### config.mk
export PLATFORM = sky130hd
export DESIGN_NAME = serial_packet_deframer_crc
export DESIGN_NICKNAME = d
export VERILOG_FILES = /design/src/rtl/spdf_pkg.sv /design/src/rtl/serial_packet_deframer_crc.sv /design/src/rtl/spdf_ctrl.sv /design/src/rtl/spdf_dpath.sv
export SDC_FILE = /design/constraint.sdc
export NUM_CORES = 1
export LEC_CHECK = 0
export BUFFER_PORTS_ARGS = -buffer_cell sky130_fd_sc_hd__clkbuf_2
export CAP_MARGIN = 10
export CORE_ASPECT_RATIO = 0.9
export CORE_MARGIN = 2
export CORE_UTILIZATION = 45
export DETAILED_ROUTE_END_ITERATION = 7
export HOLD_SLACK_MARGIN = 0.1
export PLACE_DENSITY = 0.62
export SLEW_MARGIN = 30
export SYNTH_ARGS = -nofsm -noshare
export SYNTH_HDL_FRONTEND = slang
export SYNTH_HIERARCHICAL = 1
export SYNTH_SLANG_ARGS = --single-unit
export TNS_END_PERCENT = 30
### constraint.sdc
create_clock -name i_clk -period 3.5 [get_ports i_clk]
set_input_delay 0.175 -clock i_clk [delete_from_list [all_inputs] [get_ports i_clk]]
set_output_delay 0.175 -clock i_clk [all_outputs]
set_load 0.02 [all_outputs]
### src/rtl/spdf_pkg.sv
package spdf_pkg;

    // Input item opcodes
    localparam logic OP_BYTE = 1'b0;
    localparam logic OP_TICK = 1'b1;

    // Configuration register indexes
    localparam logic CFG_CRC_SEED       = 1'b0;
    localparam logic CFG_LOADER_TIMEOUT = 1'b1;

    // Result status codes
    localparam logic [2:0] ST_OK           = 3'd0;
    localparam logic [2:0] ST_LEN_MISMATCH = 3'd1;
    localparam logic [2:0] ST_TOO_BIG      = 3'd2;
    localparam logic [2:0] ST_CRC_ERROR    = 3'd3;
    localparam logic [2:0] ST_UNKNOWN_CMD  = 3'd4;

    // Framing and command bytes
    localparam logic [7:0] SYNC_BYTE    = 8'h00;
    localparam logic [7:0] LEN_INV_MASK = 8'hFF;
    localparam logic [7:0] CMD_L        = 8'h4C;
    localparam logic [7:0] CMD_N        = 8'h4E;
    localparam logic [7:0] CMD_Z        = 8'h5A;

    // CRC and loader timer constants
    localparam logic [15:0] CRC_POLY          = 16'h8408;
    localparam logic [15:0] CRC_SEED_RST      = 16'hFFFF;
    localparam logic [9:0]  LOADER_TIMEOUT_RST = 10'h119;
    localparam logic [9:0]  TICK_MAX          = 10'd1023;

    typedef enum logic [3:0] {
        S_HUNT,
        S_LEN,
        S_LEN_INV,
        S_PAYLOAD,
        S_CRC_LO,
        S_CRC_HI,
        S_CHECK,
        S_DECIDE,
        S_EMIT_RD,
        S_EMIT_WR,
        S_STATUS
    } t_state;

    // Commands from the controller to the datapath
    typedef struct packed {
        logic       tick;
        logic       len_load;
        logic       pay_load;
        logic       crc_lo_load;
        logic       crc_hi_load;
        logic       pos_clear;
        logic       pos_inc;
        logic       restart;
        logic       set_loader;
        logic       emit_load;
        logic       status_load;
        logic [2:0] code;
    } t_ctl_cmd;

    // Status from the datapath to the controller
    typedef struct packed {
        logic byte_zero;
        logic len_mismatch;
        logic len_big;
        logic len_zero;
        logic pay_last;
        logic crc_ok;
        logic cmd_ok;
        logic cmd_z;
        logic out_free;
    } t_dp_stat;

    // Reflected CCITT CRC over one byte, shifting right
    function automatic logic [15:0] crc_byte(input logic [15:0] crc_in,
                                             input logic [7:0]  b);
        logic [15:0] c;
        c = crc_in ^ {8'h00, b};
        for (int i = 0; i < 8; i++) begin
            if (c[0]) begin
                c = (c >> 1) ^ CRC_POLY;
            end else begin
                c = c >> 1;
            end
        end
        return c;
    endfunction

endpackage

### src/rtl/serial_packet_deframer_crc.sv
// Channel  | Direction | Handshake                   | Payload
// input    | in        | i_in_valid / o_in_ready     | i_opcode, i_rx_byte
// result   | out       | o_out_valid / i_out_ready   | o_payload_byte, o_status,
//          |           |                             | o_last_of_run, o_loader_running
// config   | in        | i_cfg_valid / o_cfg_ready   | i_cfg_index, i_cfg_data
//
// Sync, header, payload, CRC bytes and ticks are each taken in one transfer.
// A finished packet passes S_CHECK and S_DECIDE to check CRC and command, then
// S_EMIT_RD and S_EMIT_WR per payload byte out (registered read of the
// single-port payload buffer) or S_STATUS for a status result; no input is taken
// during that time. Synchronous active-low reset; the payload buffer is not cleared.
// A stalled last result holds in the output register while input keeps flowing.
module serial_packet_deframer_crc #(
    parameter int BUF_DEPTH = 32
) (
    input  logic        i_clk,
    input  logic        i_rst_n,
    input  logic        i_in_valid,
    output logic        o_in_ready,
    input  logic        i_opcode,
    input  logic [7:0]  i_rx_byte,
    output logic        o_out_valid,
    input  logic        i_out_ready,
    output logic [7:0]  o_payload_byte,
    output logic [2:0]  o_status,
    output logic        o_last_of_run,
    output logic        o_loader_running,
    input  logic        i_cfg_valid,
    output logic        o_cfg_ready,
    input  logic        i_cfg_index,
    input  logic [15:0] i_cfg_data
);

    spdf_pkg::t_ctl_cmd cmd;
    spdf_pkg::t_dp_stat stat;

    spdf_ctrl u_ctrl (
        .i_clk      (i_clk),
        .i_rst_n    (i_rst_n),
        .i_in_valid (i_in_valid),
        .i_opcode   (i_opcode),
        .i_stat     (stat),
        .o_in_ready (o_in_ready),
        .o_cmd      (cmd)
    );

    spdf_dpath #(
        .BUF_DEPTH (BUF_DEPTH)
    ) u_dpath (
        .i_clk            (i_clk),
        .i_rst_n          (i_rst_n),
        .i_rx_byte        (i_rx_byte),
        .i_cfg_valid      (i_cfg_valid),
        .o_cfg_ready      (o_cfg_ready),
        .i_cfg_index      (i_cfg_index),
        .i_cfg_data       (i_cfg_data),
        .o_out_valid      (o_out_valid),
        .i_out_ready      (i_out_ready),
        .o_payload_byte   (o_payload_byte),
        .o_status         (o_status),
        .o_last_of_run    (o_last_of_run),
        .o_loader_running (o_loader_running),
        .i_cmd            (cmd),
        .o_stat           (stat)
    );

endmodule

### src/rtl/spdf_ctrl.sv
module spdf_ctrl (
    input  logic                i_clk,
    input  logic                i_rst_n,
    input  logic                i_in_valid,
    input  logic                i_opcode,
    input  spdf_pkg::t_dp_stat  i_stat,
    output logic                o_in_ready,
    output spdf_pkg::t_ctl_cmd  o_cmd
);

    spdf_pkg::t_state r_state, n_state;
    logic [2:0]       r_code, n_code;
    logic             accept;
    logic             is_byte;

    assign is_byte = (i_opcode == spdf_pkg::OP_BYTE);
    assign accept  = i_in_valid && o_in_ready;

    // State and pending status code
    always_ff @(posedge i_clk) begin
        if (!i_rst_n) begin
            r_state <= spdf_pkg::S_HUNT;
            r_code  <= spdf_pkg::ST_OK;
        end else begin
            r_state <= n_state;
            r_code  <= n_code;
        end
    end

    // Next state
    always_comb begin
        n_state = r_state;
        n_code  = r_code;
        unique case (r_state)
            spdf_pkg::S_HUNT: begin
                if (accept && is_byte && i_stat.byte_zero) n_state = spdf_pkg::S_LEN;
            end
            spdf_pkg::S_LEN: begin
                if (accept && is_byte) n_state = spdf_pkg::S_LEN_INV;
            end
            spdf_pkg::S_LEN_INV: begin
                if (accept && is_byte) begin
                    if (i_stat.len_mismatch) begin
                        n_state = spdf_pkg::S_STATUS;
                        n_code  = spdf_pkg::ST_LEN_MISMATCH;
                    end else if (i_stat.len_big) begin
                        n_state = spdf_pkg::S_STATUS;
                        n_code  = spdf_pkg::ST_TOO_BIG;
                    end else if (i_stat.len_zero) begin
                        n_state = spdf_pkg::S_CRC_LO;
                    end else begin
                        n_state = spdf_pkg::S_PAYLOAD;
                    end
                end
            end
            spdf_pkg::S_PAYLOAD: begin
                if (accept && is_byte && i_stat.pay_last) n_state = spdf_pkg::S_CRC_LO;
            end
            spdf_pkg::S_CRC_LO: begin
                if (accept && is_byte) n_state = spdf_pkg::S_CRC_HI;
            end
            spdf_pkg::S_CRC_HI: begin
                if (accept && is_byte) n_state = spdf_pkg::S_CHECK;
            end
            spdf_pkg::S_CHECK: begin
                n_state = spdf_pkg::S_DECIDE;
            end
            spdf_pkg::S_DECIDE: begin
                if (!i_stat.crc_ok) begin
                    n_state = spdf_pkg::S_STATUS;
                    n_code  = spdf_pkg::ST_CRC_ERROR;
                end else if (i_stat.len_zero || !i_stat.cmd_ok) begin
                    n_state = spdf_pkg::S_STATUS;
                    n_code  = spdf_pkg::ST_UNKNOWN_CMD;
                end else begin
                    n_state = spdf_pkg::S_EMIT_RD;
                end
            end
            spdf_pkg::S_EMIT_RD: begin
                n_state = spdf_pkg::S_EMIT_WR;
            end
            spdf_pkg::S_EMIT_WR: begin
                if (i_stat.out_free) begin
                    n_state = i_stat.pay_last ? spdf_pkg::S_HUNT : spdf_pkg::S_EMIT_RD;
                end
            end
            spdf_pkg::S_STATUS: begin
                if (i_stat.out_free) n_state = spdf_pkg::S_HUNT;
            end
            default: n_state = spdf_pkg::S_HUNT;
        endcase
    end

    // Commands
    always_comb begin
        o_in_ready = 1'b0;
        o_cmd      = '0;
        o_cmd.code = r_code;
        unique case (r_state)
            spdf_pkg::S_HUNT, spdf_pkg::S_LEN, spdf_pkg::S_LEN_INV,
            spdf_pkg::S_PAYLOAD, spdf_pkg::S_CRC_LO, spdf_pkg::S_CRC_HI: begin
                o_in_ready = 1'b1;
            end
            spdf_pkg::S_DECIDE: begin
                o_cmd.set_loader = i_stat.crc_ok && !i_stat.len_zero &&
                                   i_stat.cmd_ok && i_stat.cmd_z;
            end
            spdf_pkg::S_EMIT_WR: begin
                o_cmd.emit_load = i_stat.out_free;
                o_cmd.pos_inc   = i_stat.out_free && !i_stat.pay_last;
                o_cmd.restart   = i_stat.out_free && i_stat.pay_last;
            end
            spdf_pkg::S_STATUS: begin
                o_cmd.status_load = i_stat.out_free;
                o_cmd.restart     = i_stat.out_free;
            end
            default: o_in_ready = 1'b0;
        endcase

        // Byte and tick transfers on the input channel
        o_cmd.tick        = accept && !is_byte;
        o_cmd.len_load    = accept && is_byte && (r_state == spdf_pkg::S_LEN);
        o_cmd.pay_load    = accept && is_byte && (r_state == spdf_pkg::S_PAYLOAD);
        o_cmd.crc_lo_load = accept && is_byte && (r_state == spdf_pkg::S_CRC_LO);
        o_cmd.crc_hi_load = accept && is_byte && (r_state == spdf_pkg::S_CRC_HI);
        o_cmd.pos_clear   = o_cmd.crc_hi_load;
    end

    a_status_code: assert property (@(posedge i_clk) disable iff (!i_rst_n)
        (r_state == spdf_pkg::S_STATUS) |-> (r_code != spdf_pkg::ST_OK))
        else $error("status state without an error code");

    a_no_input_on_result: assert property (@(posedge i_clk) disable iff (!i_rst_n)
        (o_cmd.emit_load || o_cmd.status_load) |-> !o_in_ready)
        else $error("input taken while a result is being loaded");

endmodule

### src/rtl/spdf_dpath.sv
module spdf_dpath #(
    parameter int BUF_DEPTH = 32
) (
    input  logic                i_clk,
    input  logic                i_rst_n,
    input  logic [7:0]          i_rx_byte,
    input  logic                i_cfg_valid,
    output logic                o_cfg_ready,
    input  logic                i_cfg_index,
    input  logic [15:0]         i_cfg_data,
    output logic                o_out_valid,
    input  logic                i_out_ready,
    output logic [7:0]          o_payload_byte,
    output logic [2:0]          o_status,
    output logic                o_last_of_run,
    output logic                o_loader_running,
    input  spdf_pkg::t_ctl_cmd  i_cmd,
    output spdf_pkg::t_dp_stat  o_stat
);

    localparam int         AW        = (BUF_DEPTH > 1) ? $clog2(BUF_DEPTH) : 1;
    localparam logic [7:0] LEN_LIMIT = 8'(BUF_DEPTH);

    logic [15:0]   r_crc_seed;
    logic [9:0]    r_timeout;
    logic [7:0]    r_len;
    logic [AW-1:0] r_pos;
    logic [15:0]   r_rx_crc;
    logic [15:0]   r_run_crc;
    logic          r_loader_flag;
    logic [9:0]    r_ticks;
    logic [9:0]    n_ticks;
    logic          r_out_valid;
    logic [7:0]    r_out_byte;
    logic [2:0]    r_out_status;
    logic          r_out_last;
    logic          r_out_loader;
    logic [7:0]    r_rd_data;
    logic [7:0]    mem [BUF_DEPTH];

    assign o_cfg_ready = 1'b1;

    // Configuration registers
    always_ff @(posedge i_clk) begin
        if (!i_rst_n) begin
            r_crc_seed <= spdf_pkg::CRC_SEED_RST;
            r_timeout  <= spdf_pkg::LOADER_TIMEOUT_RST;
        end else if (i_cfg_valid) begin
            unique case (i_cfg_index)
                spdf_pkg::CFG_CRC_SEED:       r_crc_seed <= i_cfg_data;
                spdf_pkg::CFG_LOADER_TIMEOUT: r_timeout  <= i_cfg_data[9:0];
                default:                      r_crc_seed <= r_crc_seed;
            endcase
        end
    end

    // Frame length, buffer position and CRC
    always_ff @(posedge i_clk) begin
        if (!i_rst_n) begin
            r_len     <= '0;
            r_pos     <= '0;
            r_run_crc <= spdf_pkg::CRC_SEED_RST;
        end else begin
            if (i_cmd.len_load) r_len <= i_rx_byte;
            if (i_cmd.restart) begin
                r_pos     <= '0;
                r_run_crc <= r_crc_seed;
            end else begin
                if (i_cmd.pay_load) begin
                    r_pos     <= r_pos + AW'(1);
                    r_run_crc <= spdf_pkg::crc_byte(r_run_crc, i_rx_byte);
                end
                if (i_cmd.pos_clear) r_pos <= '0;
                if (i_cmd.pos_inc)   r_pos <= r_pos + AW'(1);
            end
        end
    end

    // Received CRC, low byte first
    always_ff @(posedge i_clk) begin
        if (i_cmd.crc_lo_load) r_rx_crc[7:0]  <= i_rx_byte;
        if (i_cmd.crc_hi_load) r_rx_crc[15:8] <= i_rx_byte;
    end

    // Payload buffer: write while receiving, registered read at the position
    always_ff @(posedge i_clk) begin
        if (i_cmd.pay_load) mem[r_pos] <= i_rx_byte;
        r_rd_data <= mem[r_pos];
    end

    // Loader flag and tick counter
    always_comb begin
        n_ticks = (r_ticks < spdf_pkg::TICK_MAX) ? r_ticks + 10'd1 : r_ticks;
    end

    always_ff @(posedge i_clk) begin
        if (!i_rst_n) begin
            r_loader_flag <= 1'b0;
            r_ticks       <= '0;
        end else if (i_cmd.set_loader) begin
            r_loader_flag <= 1'b1;
            r_ticks       <= '0;
        end else if (i_cmd.tick && r_loader_flag) begin
            r_ticks <= n_ticks;
            if (n_ticks > r_timeout) r_loader_flag <= 1'b0;
        end
    end

    // Output register
    always_ff @(posedge i_clk) begin
        if (!i_rst_n) begin
            r_out_valid <= 1'b0;
        end else if (i_cmd.emit_load || i_cmd.status_load) begin
            r_out_valid <= 1'b1;
        end else if (i_out_ready) begin
            r_out_valid <= 1'b0;
        end
    end

    always_ff @(posedge i_clk) begin
        if (i_cmd.emit_load) begin
            r_out_byte   <= r_rd_data;
            r_out_status <= spdf_pkg::ST_OK;
            r_out_last   <= o_stat.pay_last;
            r_out_loader <= r_loader_flag;
        end else if (i_cmd.status_load) begin
            r_out_byte   <= '0;
            r_out_status <= i_cmd.code;
            r_out_last   <= 1'b1;
            r_out_loader <= r_loader_flag;
        end
    end

    assign o_out_valid      = r_out_valid;
    assign o_payload_byte   = r_out_byte;
    assign o_status         = r_out_status;
    assign o_last_of_run    = r_out_last;
    assign o_loader_running = r_out_loader;

    // Status to the controller
    always_comb begin
        o_stat.byte_zero    = (i_rx_byte == spdf_pkg::SYNC_BYTE);
        o_stat.len_mismatch = (r_len != (i_rx_byte ^ spdf_pkg::LEN_INV_MASK));
        o_stat.len_big      = (r_len >= LEN_LIMIT);
        o_stat.len_zero     = (r_len == 8'd0);
        o_stat.pay_last     = ((8'(r_pos) + 8'd1) == r_len);
        o_stat.crc_ok       = (r_rx_crc == r_run_crc);
        o_stat.cmd_ok       = (r_rd_data == spdf_pkg::CMD_L) ||
                              (r_rd_data == spdf_pkg::CMD_N) ||
                              (r_rd_data == spdf_pkg::CMD_Z);
        o_stat.cmd_z        = (r_rd_data == spdf_pkg::CMD_Z);
        o_stat.out_free     = !r_out_valid || i_out_ready;
    end

    a_flag_drop_on_tick: assert property (@(posedge i_clk) disable iff (!i_rst_n)
        ($fell(r_loader_flag) && $past(i_rst_n)) |-> $past(i_cmd.tick))
        else $error("loader flag dropped without a tick");

    a_flag_rise_clears: assert property (@(posedge i_clk) disable iff (!i_rst_n)
        $rose(r_loader_flag) |-> (r_ticks == 10'd0))
        else $error("loader flag raised with a stale tick count");

    a_status_form: assert property (@(posedge i_clk) disable iff (!i_rst_n)
        (r_out_valid && (r_out_status != spdf_pkg::ST_OK)) |->
            (r_out_last && (r_out_byte == 8'd0)))
        else $error("status result not marked last or carries a byte");

endmodule
# [After elaboration in Yosys (flattened, before gate mapping)]
# Memories as Yosys holds them, arrays and structs flattened. A register that Yosys moved wholly into a read port is not among the register bits.
# Index checks and enable logic that the tools add are counted.
[word_totals] elab_cells=179 latchBits=0 mem_bits_rw=256 out_inout_bits=16 mem_count=1 mem_bits_ro=0 register_bits=103 in_bits=31
[mem_list] memory="u_dpath.mem" words=32 word_bits=8 rd=1 rd_ports_with_merged_regs=1 write_ports=1 line_no="spdf_dpath.sv:39" source="logic [7:0] mem [BUF_DEPTH];"
[op_classes] mul=0 n_addsub=3 shifts=0 n_mux=75 div_mod_pow=0 reduce_logical=42 order_cmp=3 eq_ne=26 n_bitwise=13
[ops] op="$mux 16" n=31
[ops] op="$mux 4" n=12
[ops] op="$pmux 4 s11" n=1
[ops] op="$eq 8x7->1 const B" n=3
[ops] op="$not 2->3" n=8
[ops] op="$mux 3" n=6
[ops] op="$eq 16x16->1" n=1
[ops] op="$eq 4x3->1 const B" n=4
[ops] op="$logic_not 8->1" n=2
[ops] op="$mux 1" n=16
[ops] op="$mux 8" n=2
[ops] op="$ne 2x1->1 const B" n=8
[ops] op="$xor 16x8->16" n=1
[ops] op="$logic_and 1x1->1" n=15
[ops] op="$mux 5" n=3
[ops] op="$eq 4x4->1 const B" n=3
[ops] op="$reduce_bool 2->1" n=6
[ops] op="$add 10x1->10 const B" n=1
[ops] op="$gt 10x10->1" n=1
[ops] op="$lt 10x10->1 const B" n=1
[ops] op="$mux 10" n=1
[ops] op="$eq 4x2->1 const B" n=2
[ops] op="$eq 8x8->1" n=1
[ops] op="$ge 8x6->1 const B" n=1
[ops] op="other kinds (19)" n=32

# [Longest topological paths before layout]
# Gate-level depths: netlist of the first run.
[logic_depth] word_depth=43 mapped_depth=15

# [By module]
# Netlist of the first run, hierarchy kept.
[by_module_without_submodules] module="spdf_dpath" cells_each=1044 area_per_inst_um2=15033.2 instances=1
[by_module_without_submodules] module="spdf_ctrl" cells_each=90 area_per_inst_um2=656.9 instances=1

# [Worst setup path after synthesis of the first run]
# OpenSTA, ideal clock, no wires.
[synth_timing] path_kind="register -> register" start="reg u_dpath.r_pos[0]" end="reg u_dpath.r_run_crc[11]" path_stages_with_launch=16 period_less_slack_ps=3012 path_buffers=5 arrival_time_ps=2882 setup_ps=129 setup_slack_ps=488 required_ps=3371 path_cell_list="dfxtp_1 -> buf_6 -> buf_6 -> buf_6 -> inv_1 -> ha_1 -> xor2_1 -> nor3_1 -> o221ai_1 -> nor3_1 -> a21o_1 -> clkbuf_1 -> clkbuf_1 -> a211oi_1 -> a21oi_1 -> nand2_1"
[synth_lines] element="from (decl)" line_no="spdf_dpath.sv:27" source="logic [AW-1:0] r_pos;"
[synth_lines] element="from (signal assigned)" line_no="spdf_dpath.sv:70" source="r_pos <= r_pos + AW'(1);"
[synth_lines] element="from (signal assigned)" line_no="spdf_dpath.sv:74" source="if (i_cmd.pos_inc) r_pos <= r_pos + AW'(1);"
[synth_lines] element="to (signal assigned)" line_no="spdf_dpath.sv:62" source="r_run_crc <= spdf_pkg::CRC_SEED_RST;"
[synth_lines] element="to (signal assigned)" line_no="spdf_dpath.sv:67" source="r_run_crc <= r_crc_seed;"
[synth_lines] element="to (signal assigned)" line_no="spdf_dpath.sv:71" source="r_run_crc <= spdf_pkg::crc_byte(r_run_crc, i_rx_byte);"
[synth_lines] element="to (decl)" line_no="spdf_dpath.sv:29" source="logic [15:0] r_run_crc;"

==> results by group, run 1 <==
Yosys
  – Synth top cells by count: edfxtp_1 (282), nand2_1 (101), nor2_1 (93), mux2i_1 (86), dfxtp_1 (85)
  – Ys async rst share: 0%
  – Distinct cells, synth: 70
  – Synth area leaders: edfxtp_1 (54%), dfxtp_1 (11%), mux2i_1 (5.5%)
  – FF+latch count, synth: 367
  – Mean Syn Cell Area: 13.8 µm²
  – Top-area cell type share of the netlist area: 54.0%
  – Mapped cell area: 15700 µm²
  – Gate Count Post-Synth: 1134
  – Main flop type after synthesis: edfxtp_1
  – Count leader, synth: edfxtp_1
  – Post-synthesis sequential area ratio: 64.8%
  – Area leader, netlist: edfxtp_1
  – Number of synthesized flops with an enable pin: 282
  – Post-Syn Nets: 1180
  – Yosys warning count: 6

STA
  – Final Cycle Share: 85.0%
  – Unrepaired setup endpoints after global routing: no
  – Minimum clock period: 2980 ps
  – Worst Skew: 19.7 ps
  – Worst Tran Pin Value: 862 ps
  – Max-slew violation total from the final report: 0
  – Relative slew slack: 42.5%
  – Max frequency: 336 MHz
  – Endpoints failing hold: 0
  – TNS Setup: 0 ps
  – Count of final setup violators: 0

Min path
  – Worst Hold Path EP: u_dpath/r_crc_seed[5]$_SDFFE_PN1P_
  – Worst min path class: in -> reg
  – HP Start: i_cfg_index
  – Hold depth: 4

Clock tree
  – Clock root buffer master: clkbuf_16
  – CTS Buf Count: 38
  – H-Tree Depth: 2
  – CTS tree: yes
  – Post-CTS sizing: 0
  – Clock latency on the worst-skew pair: 540 ps
  – Total setup buffers inserted after CTS: 0
  – CTS Buffer Depth: 3
  – Post-CTS Hold Buffers: 18
  – Clock-pin slew on the worst setup and hold paths: 60 ps
  – CTS Sinks: 367

Floorplan
  – Die Y: 181 µm
  – Die W: 201 µm
  – Rows: 64
  – Initial core utilization: 45.9%
  – Core area: 34200 µm²
  – Io pins: 47
  – Die area: 36400 µm²

Power and ir drop
  – VDD IR max: 0.000279 V
  – PD cells: 502 nW/µm²
  – Leakage: 5.90 nW

Flow run
  – Max-capacitance violation count: 0

Route
  – Iter 0 DRT Violations: 919
  – WL final: 36500 µm
  – Final antenna-violating net count: 0
  – Avg Vias per Cell: 5.58
  – DR DRC count: 0
  – Iteration count of the initial detailed-routing pass: 5
  – DR WL/cell: 21.3 µm
  – Via count: 9538

Final layout
  – Layout cells sized above 1: 15.9%
  – Final nets: 1263
  – Final instance area: 17900 µm²
  – Multi-input gate area: 5100 µm²
  – Layout filler cell count: 2846
  – Area growth from synthesis to layout: 14.1%
  – Register Area: 10200 µm²
  – # diodes: 0

Placement
  – Port Buffers: 45
  – DP Area: 16500 µm²
  – DP HPWL: 23700 µm
  – GPL Wtd Cong: 0.863

Global routing
  – Vias in the first global route: 9112
  – Total GRT Usage: 20.0%
  – Initial antenna violation count: 0
  – First-pass GRT wire length: 56100 µm
  – Largest net degree at the start of global routing: 51
  – Global route overflow: 0

Setup path
  – Reg2Reg Setup Slack: 520 ps
  – Reg2Reg Capture Point: u_dpath/r_run_crc[7]$_SDFFE_PN1P_
  – Data arrival time of the worst path: 3430 ps
  – CP required: 3950 ps
  – Worst flop-to-flop path startpoint: u_dpath/r_pos[0]$_SDFFE_PP0P_
  – Crit end category: register
  – Reg2Reg Depth: 9
  – WS Path Type: reg -> reg
  – CP max FO: 47
  – Startpoint types: register

Status
  – Status: completed
sequential cells by signal, indices dropped and copies added (netlist names):
| register | cells |
|---|---|
| u_dpath/r_timeout | 10 |
| u_dpath/o_out_valid | 1 |
| u_dpath/r_rx_crc | 16 |
| u_dpath/o_status | 3 |
| u_ctrl/r_state | 4 |
| u_dpath/r_run_crc | 16 |
| u_dpath/r_pos | 5 |
| u_dpath/r_len | 8 |
| u_dpath/r_loader_flag | 1 |
| u_dpath/o_loader_running | 1 |
| u_dpath/o_last_of_run | 1 |
| u_dpath/r_crc_seed | 16 |
| u_ctrl/r_code | 3 |
| u_dpath/r_ticks | 10 |
| u_dpath/r_rd_data | 8 |
| u_dpath/mem | 256 |
| u_dpath/o_payload_byte | 8 |
critical path: stages, from the launching register on:
cell      delay (ps)
dfxtp_2          340
buf_4            630
and3_1           300
o221ai_1         150
nor3_1           450
a21o_1           200
buf_4            280
nand2b_1         290
o32ai_1          110
a31oi_1          160
power breakdown:
group | total [mW] | switching, mW | internal, mW
Clock | 4.06 | 1.65 | 2.41
Sequential | 4.71 | 0.0105 | 4.70
Combinational | 0.223 | 0.151 | 0.0719
per-stage QoR:
stage / util, % / hold slack (ps) / total power [mW] / setup slack [ps] / std cells
floorplan: - / 274 / 4.88 / 488 / 1134
global placement: 48.2 / 389 / 5.01 / 587 / 1621
detailed placement: 48.2 / 391 / 5.01 / 500 / 1621
CTS: 52.4 / 108 / 9.06 / 484 / 1709
global route: 52.4 / 130 / 9.26 / 190 / 1709
finish: 52.4 / 96.1 / 8.99 / 525 / 1709
routing by layer:
metal | wire length (µm) | track usage, % | vias to the layer above
met1 | 17600 | 31.0 | 4699
met2 | 15300 | 28.3 | 327
met4 | 761 | 5.07 | 0
met5 | 0 | 0.397 | -
met3 | 2810 | 4.46 | 54
li1 | - | - | 4458
cell type report:
| type | count | share of cell area [%] |
|---|---|---|
| Sequential cell | 367 | 56.8 |
| Multi-Input combinational cell | 684 | 28.5 |
| Clock buffer | 55 | 5.89 |
| Timing Repair Buffer | 107 | 4.11 |
| Tap cell | 462 | 3.23 |
| Clock inverter | 15 | 1.10 |
| Inverter | 19 | 0.398 |
worst max path at each step:
stage / from / to / slack (ps) / cells after the start
floorplan: u_dpath/r_pos[0]$_SDFFE_PP0P_ / u_dpath/r_run_crc[11]$_SDFFE_PN1P_ / 490 / 15
global placement: u_dpath/r_pos[1]$_SDFFE_PP0P_ / u_dpath/r_pos[4]$_SDFFE_PP0P_ / 590 / 9
detailed placement: u_dpath/r_pos[1]$_SDFFE_PP0P_ / u_dpath/r_pos[4]$_SDFFE_PP0P_ / 500 / 9
CTS: u_dpath/r_pos[1]$_SDFFE_PP0P_ / u_dpath/r_pos[4]$_SDFFE_PP0P_ / 480 / 9
global route: u_dpath/r_pos[1]$_SDFFE_PP0P_ / u_dpath/r_pos[4]$_SDFFE_PP0P_ / 190 / 9
finish: u_dpath/r_pos[0]$_SDFFE_PP0P_ / u_dpath/r_run_crc[7]$_SDFFE_PN1P_ / 520 / 9
placed cells by master, fill, tap and decap left out, types with 28 or more instances in the layout:
cell type	instances
xnor2_1	45
clkbuf_16	38
o22ai_1	30
buf_4	44
dfxtp_1	83
mux2i_1	86
mux4_2	32
nand2_1	101
edfxtp_1	282
nor2_1	92
clkbuf_2	45
nand3_1	28
cells by family after synthesis:
kind of cell | synth area share, %
compound gates | 6.49
flops | 64.8
mux | 10.5
buf+inv | 2.74
fa+ha+maj | 1.20
other cells | 0.0239
xor+xnor | 3.44
simple gates | 10.8
Power figures use the tool's default switching activity.
==> run 2, diff against run 1 <==
==> constraint.sdc (replaced) <==
create_clock -name i_clk -period 3.5 [get_ports i_clk]
set_input_delay 0.7 -clock i_clk [delete_from_list [all_inputs] [get_ports i_clk]]
set_output_delay 0.7 -clock i_clk [all_outputs]
set_load 0.02 [all_outputs]
==> run 2 against run 1 <==
Against the previous run:
- die area unchanged
- worst setup slack better by 71 ps
- non-clock buffer count up 10
- sequential power about the same
- final cell count up 0.53%
- first-iteration DRC count up 17%
- count of clock-buffer cells in the layout down 4
- via count down 0.22%
- clock power down 7.9%
- register-to-register slack better by 70 ps
- combinational power down 4%
- critical endpoint is now u_dpath/r_loader_flag$_SDFFE_PN0P_
- largest cell class unchanged
- highest routed layer unchanged
==> results by group, run 2 (synthesis results as in run 1) <==
Setup path
  – CP max FO: 8 (was 47)
  – CP max-delay cell: o311ai_0 (was buf_4)
  – CP required: 3970 ps (was 3950 ps)
  – Worst-path cell chain: ha_1, nand4_1, nor3_1, mux2_2, ha_1, nand4_1, o311ai_0, o31a_1, o21a_1 (was buf_4, and3_1, o221ai_1, nor3_1, a21o_1, buf_4, nand2b_1, o32ai_1, a31oi_1)
  – Max incr delay on CP: 460 ps (was 630 ps)
  – WS Path Type: reg -> reg (unchanged)
  – Crit end category: register (unchanged)
  – Worst path bufs/invs: 0 (was 2)
  – Data arrival time of the worst path: 3370 ps (was 3430 ps)
  – Worst flop-to-flop path startpoint: u_dpath/r_ticks[0]$_SDFFE_PP0P_ (was u_dpath/r_pos[0]$_SDFFE_PP0P_)
  – Setup crit start: u_dpath/r_ticks[0]$_SDFFE_PP0P_ (was u_dpath/r_pos[0]$_SDFFE_PP0P_)
  – Startpoint types: register (unchanged)
  – Crit-path leading delay family: compound AO/OA/AOI/OAI gates (was simple AND/OR/NAND/NOR gates)

Final layout
  – Final nets: 1273 (was 1263)
  – Max reg flops: 256 (unchanged)
  – Final instance area: 17800 µm² (was 17900 µm²)
  – Layout cells sized above 1: 17.8% (was 15.9%)
  – Area growth from synthesis to layout: 13.7% (was 14.1%)
  – Commonest non-fill, non-tap cell in the layout: edfxtp_1 (unchanged)
  – Util after Layout: 52.2% (was 52.4%)
  – Reg with most FFs: u_dpath/mem (unchanged)
  – Layout filler cell count: 2900 (was 2846)
  – Most frequent cells in the layout: edfxtp_1 (282), nand2_1 (101), nor2_1 (92) (unchanged)
  – # diodes: 0 (unchanged)

STA
  – Unrepaired setup endpoints after global routing: no (unchanged)
  – Max frequency: 344 MHz (was 336 MHz)
  – Final Cycle Share: 83.0% (was 85.0%)
  – Max-slew violation total from the final report: 0 (unchanged)
  – TNS Setup: 0 ps (unchanged)
  – Endpoints failing hold: 0 (unchanged)
  – Minimum clock period: 2900 ps (was 2980 ps)
  – Worst Skew: 12.6 ps (was 19.7 ps)
  – Relative slew slack: 37.4% (was 42.5%)
  – Worst Tran Pin Value: 939 ps (was 862 ps)
  – Count of final setup violators: 0 (unchanged)

Floorplan
  – Initial core utilization: 45.9% (unchanged)
  – Core area: 34200 µm² (unchanged)
  – Die W: 201 µm (unchanged)
  – Rows: 64 (unchanged)
  – Io pins: 47 (unchanged)
  – Die area: 36400 µm² (unchanged)
  – Die Y: 181 µm (unchanged)

Placement
  – DP Area: 16700 µm² (was 16500 µm²)
  – DP HPWL: 25200 µm (was 23700 µm)
  – Port Buffers: 45 (unchanged)
  – GPL Wtd Cong: 0.894 (was 0.863)

Route
  – Via count: 9517 (was 9538)
  – DR WL/cell: 21.6 µm (was 21.3 µm)
  – WL final: 37100 µm (was 36500 µm)
  – Final antenna-violating net count: 0 (unchanged)
  – Avg Vias per Cell: 5.54 (was 5.58)
  – Iteration count of the initial detailed-routing pass: 5 (unchanged)
  – DR DRC count: 0 (unchanged)
  – Iter 0 DRT Violations: 1077 (was 919)

Clock tree
  – Clock-pin slew on the worst setup and hold paths: 60 ps (about the same)
  – CTS Buf Count: 38 (unchanged)
  – Post-CTS sizing: 0 (unchanged)
  – H-Tree Depth: 2 (unchanged)
  – CTS tree: yes (unchanged)
  – CTS Sinks: 367 (unchanged)
  – Clock root buffer master: clkbuf_16 (unchanged)
  – Clock latency on the worst-skew pair: 530 ps (was 540 ps)
  – Post-CTS Hold Buffers: 0 (was 18)
  – Total setup buffers inserted after CTS: 0 (unchanged)
  – CTS Buffer Depth: 3 (unchanged)

Status
  – Status: completed (unchanged)

Power and ir drop
  – VDD IR max: 0.000287 V (was 0.000279 V)
  – PD cells: 485 nW/µm² (was 502 nW/µm²)
  – Leakage: 5.94 nW (was 5.90 nW)

Global routing
  – Vias in the first global route: 9204 (was 9112)
  – First-pass GRT wire length: 56600 µm (was 56100 µm)
  – Initial antenna violation count: 0 (unchanged)
  – Largest net degree at the start of global routing: 62 (was 51)
  – Global route overflow: 0 (unchanged)
  – Total GRT Usage: 20.6% (was 20.0%)

Min path
  – Worst min path class: in -> reg (unchanged)
  – HP Start: i_cfg_data[12] (was i_cfg_index)

Flow run
  – Max-capacitance violation count: 0 (unchanged)
==> run 2: cell types whose count changed in the layout (fill, tap and decap cells not counted) <==
cell           previous run  this run
clkinv_1                  2         7
inv_6                     2         0
bufinv_16                 4         0
clkbuf_16                38        41
clkinv_2                  4         9
clkinv_8                  1         0
clkbuf_1                 13         9
dlygate4sd3_1            18         0
clkbuf_8                  4         1
buf_4                    44        72
==> run 2: area by class of cell <==
type / count / area (µm²) / area share (%)
tap: 462 / 578 / 3.24
clock inverter: 18 / 87.6 / 0.491
sequential: 367 / 10200 / 57.0
multi-input combinational: 684 / 5100 / 28.6
clock buffer: 51 / 1070 / 6.02
timing repair buffer: 117 / 766 / 4.29
inverter: 19 / 71.3 / 0.400
==> run 2: final timing paths <==
check                                             end  slack [ps]  cells past startpoint
setup / recovery   u_dpath/r_loader_flag$_SDFFE_PN0P_         600                      9
setup reg to reg   u_dpath/r_loader_flag$_SDFFE_PN0P_         600                      9
hold / removal    u_dpath/r_crc_seed[12]$_SDFFE_PN1P_         390                      3
hold reg to reg     u_dpath/r_timeout[9]$_SDFFE_PN0P_         460                      2
==> run 2: worst register-to-register path, cell delays in order, from the launching register on <==
cell and delay (ps):
dfxtp_1 440, ha_1 330, nand4_1 210, nor3_1 310, mux2_2 380, ha_1 290, nand4_1 120, o311ai_0 460
o31a_1 190, o21a_1 100
==> run 2: layer usage <==
metal	share of wire (%)	vias up	track usage (%)
met4	2.1	0	5.57
met3	8.0	60	5.36
met1	48	4648	30.9
met2	42	327	29.4
met5	0	-	0
li1	-	4482	-
==> run 2: stage by stage <==
| step | std cells | hold WS [ps] | worst slack (ps) | total power [mW] |
|---|---|---|---|---|
| 6_report | 1718 | 389 | 596 | 8.66 |
| 5_1_grt | 1718 | 387 | 302 | 8.96 |
| 3_3_place_gp | 1649 | 444 | 664 | 5.01 |
| 2_1_floorplan | 1134 | 432 | 488 | 4.88 |
| 4_1_cts | 1718 | 366 | 586 | 8.77 |
| 3_5_place_dp | 1649 | 454 | 613 | 5.02 |
==> run 2: where the power goes <==
| group | switching, mW | leakage, nW | total (mW) | internal (mW) |
|---|---|---|---|---|
| combinational | 0.153 | 2.16 | 0.214 | 0.0611 |
| clock | 1.59 | 0.573 | 3.74 | 2.15 |
| sequential | 0.0107 | 3.21 | 4.71 | 4.70 |
| total | 1.75 | 5.94 | 8.66 | 6.91 |
==> run 3, diff against run 2 <==
--- a/config.mk
+++ b/config.mk
@@ -12,7 +12,7 @@
 export CORE_UTILIZATION = 45
 export DETAILED_ROUTE_END_ITERATION = 7
 export HOLD_SLACK_MARGIN = 0.1
-export PLACE_DENSITY = 0.62
+export PLACE_DENSITY = 0.64
 export SLEW_MARGIN = 30
 export SYNTH_ARGS = -nofsm -noshare
 export SYNTH_HDL_FRONTEND = slang
==> constraint.sdc (replaced) <==
create_clock -name i_clk -period 2.6 [get_ports i_clk]
set_input_delay 0.52 -clock i_clk [delete_from_list [all_inputs] [get_ports i_clk]]
set_output_delay 0.52 -clock i_clk [all_outputs]
set_load 0.02 [all_outputs]
==> run 3 against run 2 <==
Against the previous run:
- critical path depth fell by 3
- global-route usage fell by 0.44 points
- via count rose by 1.5%
- core utilization rose by 1.8 points
- wire length fell by 2.2%
- critical path type unchanged
- largest power group unchanged
- highest routed layer unchanged
==> results by group, run 3 (synthesis results as in run 1) <==
Status
  – Status: completed (unchanged)

Power and ir drop
  – Sequential share of power: 53.2% (was 54.3%)
  – Comb power frac: 2.4% (was 2.5%)
  – PD cells: 645 nW/µm² (was 485 nW/µm²)
  – VDD IR max: 0.000471 V (was 0.000287 V)
  – Internal: 9.50 mW (was 6.91 mW)
  – Leakage: 6.12 nW (was 5.94 nW)
  – Net Sw Frac: 20.3% (was 20.2%)
  – Psw: 2.41 mW (was 1.75 mW)
  – Clk pwr share: 44.4% (was 43.2%)

Placement
  – Port Buffers: 45 (unchanged)
  – DP HPWL: 24600 µm (was 25200 µm)
  – GPL Wtd Cong: 0.876 (was 0.894)
  – DP Worst Slack: -255 ps (was 613 ps)

Flow run
  – Max-capacitance violation count: 0 (unchanged)

Route
  – DR DRC count: 0 (unchanged)
  – Iteration count of the initial detailed-routing pass: 5 (unchanged)
  – Avg Vias per Cell: 5.55 (was 5.54)
  – WL final: 36300 µm (was 37100 µm)
  – DR WL/cell: 20.9 µm (was 21.6 µm)
  – Final antenna-violating net count: 0 (unchanged)
  – Iter 0 DRT Violations: 771 (was 1077)
  – Via count: 9663 (was 9517)

STA
  – Relative slew slack: 57.1% (was 37.4%)
  – Post-route worst setup slack: 53.3 ps (was 596 ps)
  – Endpoints failing hold: 0 (unchanged)
  – Final Cycle Share: 98.0% (was 83.0%)
  – Minimum clock period: 2550 ps (was 2900 ps)
  – Max-slew violation total from the final report: 0 (unchanged)
  – Count of final setup violators: 0 (unchanged)
  – Worst Tran Pin Value: 644 ps (was 939 ps)
  – Max frequency: 393 MHz (was 344 MHz)
  – Worst Skew: 22.5 ps (was 12.6 ps)

Floorplan
  – Rows: 64 (unchanged)
  – Die Y: 181 µm (unchanged)
  – Die area: 36400 µm² (unchanged)
  – Core area: 34200 µm² (unchanged)
  – Io pins: 47 (unchanged)
  – Initial core utilization: 45.9% (unchanged)
  – Die W: 201 µm (unchanged)

Setup path
  – Data arrival time of the worst path: 2910 ps (was 3370 ps)
  – Worst flop-to-flop path startpoint: u_dpath/r_pos[1]$_SDFFE_PP0P_ (was u_dpath/r_ticks[0]$_SDFFE_PP0P_)
  – Reg2Reg Capture Point: u_dpath/r_rd_data[5]$_DFF_P_ (was u_dpath/r_loader_flag$_SDFFE_PN0P_)
  – CP max FO: 46 (was 8)
  – Crit-path leading delay family: buffers and inverters (was compound AO/OA/AOI/OAI gates)
  – Startpoint types: register (unchanged)
  – Max incr delay on CP: 440 ps (was 460 ps)
  – Worst path depth: 6 (was 9)
  – Crit end category: register (unchanged)
  – Reg2Reg Setup Slack: 50 ps (was 600 ps)
  – CP required: 2960 ps (was 3970 ps)
  – CP max-delay cell: clkbuf_8 (was o311ai_0)
  – Reg2Reg Depth: 6 (was 9)
  – Worst-path cell chain: clkbuf_8, buf_6, mux2i_1, o22ai_1, a211oi_1, nand4_1 (was ha_1, nand4_1, nor3_1, mux2_2, ha_1, nand4_1, o311ai_0, o31a_1, o21a_1)
  – WS Path Type: reg -> reg (unchanged)
  – Worst path bufs/invs: 2 (was 0)

Clock tree
  – CTS Buf Count: 39 (was 38)
  – H-Tree Depth: 2 (unchanged)
  – Clock-pin slew on the worst setup and hold paths: 60 ps (about the same)
  – Clock root buffer master: clkbuf_16 (unchanged)
  – CTS tree: yes (unchanged)
  – CTS Buffer Depth: 3 (unchanged)
  – CTS Sinks: 367 (unchanged)
  – Clock latency on the worst-skew pair: 540 ps (was 530 ps)

Min path
  – Worst min path class: in -> reg (unchanged)
  – Hold depth: 3 (unchanged)
  – Worst Hold Path EP: u_dpath/r_crc_seed[15]$_SDFFE_PN1P_ (was u_dpath/r_crc_seed[12]$_SDFFE_PN1P_)
  – HP Start: i_cfg_data[15] (was i_cfg_data[12])

Final layout
  – Register Area: 10200 µm² (unchanged)
  – Multi-input gate area: 5330 µm² (was 5100 µm²)
  – Commonest non-fill, non-tap cell in the layout: edfxtp_1 (unchanged)
  – Max reg flops: 256 (unchanged)
  – Final nets: 1296 (was 1273)
  – Reg with most FFs: u_dpath/mem (unchanged)
  – Util after Layout: 54.0% (was 52.2%)
  – Layout filler cell count: 2845 (was 2900)
  – Layout cells sized above 1: 23.3% (was 17.8%)
  – # diodes: 0 (unchanged)
  – Area growth from synthesis to layout: 17.6% (was 13.7%)
  – Most frequent cells in the layout: edfxtp_1 (282), nand2_1 (96), mux2i_1 (86) (was edfxtp_1 (282), nand2_1 (101), nor2_1 (92))

Global routing
  – Total GRT Usage: 20.1% (was 20.6%)
  – Initial antenna violation count: 0 (unchanged)
  – Largest net degree at the start of global routing: 47 (was 62)
  – Global route overflow: 0 (unchanged)
  – First-pass GRT wire length: 56300 µm (was 56600 µm)
  – Vias in the first global route: 9545 (was 9204)
==> run 3: cell count changes in the layout (fill, tap and decap cells not counted), moves of 5 or more <==
cell     change
nand2_1      -5
nand2_2      +5
buf_12      +10
nor2_4      +13
nor2_2      +19
nor2_1      -32
buf_4        +8
==> run 3: power by group through the flow <==
stage	Combinational [mW]	Clock (mW)	Sequential, mW
floorplan	0.115	0	6.46
global placement	0.278	0	6.46
detailed placement	0.282	0	6.46
CTS	0.282	5.43	6.34
global route	0.313	5.65	6.34
finish	0.283	5.29	6.34
==> run 3: cell type report <==
class                           instances  share of cell area, %
Clock buffer                           53                   5.79
Clock inverter                         17                  0.786
Inverter                               19                  0.386
Multi-Input combinational cell        684                   28.9
Sequential cell                       367                   55.1
Tap cell                              462                   3.13
Timing Repair Buffer                  139                   5.89
==> run 3: worst register-to-register path: cells and delay by family, from the launching register on <==
family / cells / cell delay (ps)
compound gates: 2 / 520
mux: 1 / 380
simple gates: 1 / 210
buf+inv: 2 / 870
flops: 1 / 380
==> run 3: how the worst max path moves through the flow <==
stage                                       start                            end  slack (ps)
finish              u_dpath/r_pos[1]$_SDFFE_PP0P_   u_dpath/r_rd_data[5]$_DFF_P_          50
global route        u_dpath/r_pos[1]$_SDFFE_PP0P_  u_dpath/r_pos[4]$_SDFFE_PP0P_          -2
CTS                 u_dpath/r_pos[1]$_SDFFE_PP0P_   u_dpath/r_rd_data[1]$_DFF_P_          20
detailed placement  u_dpath/r_pos[1]$_SDFFE_PP0P_   u_dpath/r_rd_data[5]$_DFF_P_        -260
global placement    u_dpath/r_pos[1]$_SDFFE_PP0P_   u_dpath/r_rd_data[5]$_DFF_P_        -150
floorplan           u_dpath/r_pos[0]$_SDFFE_PP0P_  u_dpath/r_pos[4]$_SDFFE_PP0P_         -30
==> run 3: what timing repair did <==
action / 4_1_cts / 5_1_grt
pin swaps: 1 / 3
gates cloned: 0 / 1
hold buffers: 0 / 0
setup buffers: 0 / 2
endpoints found under the setup margin: 9 / 18
gates resized for setup: 5 / 16
==> run 3: stage by stage <==
step                      hold WS (ps)  total power, mW  std cells  area, µm²  setup TNS [ps]
after floorplan                    432             6.57       1134      15900           -46.5
after global placement             448             6.74       1668      17100            -274
after detailed placement           449             6.74       1668      17100            -763
after CTS                          168             12.0       1738      18400               0
after global routing               181             12.3       1741      18500           -2.42
final                              198             11.9       1741      18500               0
==> run 3: metal layers <==
| layer | track usage, % | wire [µm] |
|---|---|---|
| met5 | 0 | 0 |
| met4 | 5.60 | 796 |
| met3 | 4.49 | 2610 |
| met2 | 29.7 | 15800 |
| met1 | 29.9 | 17100 |
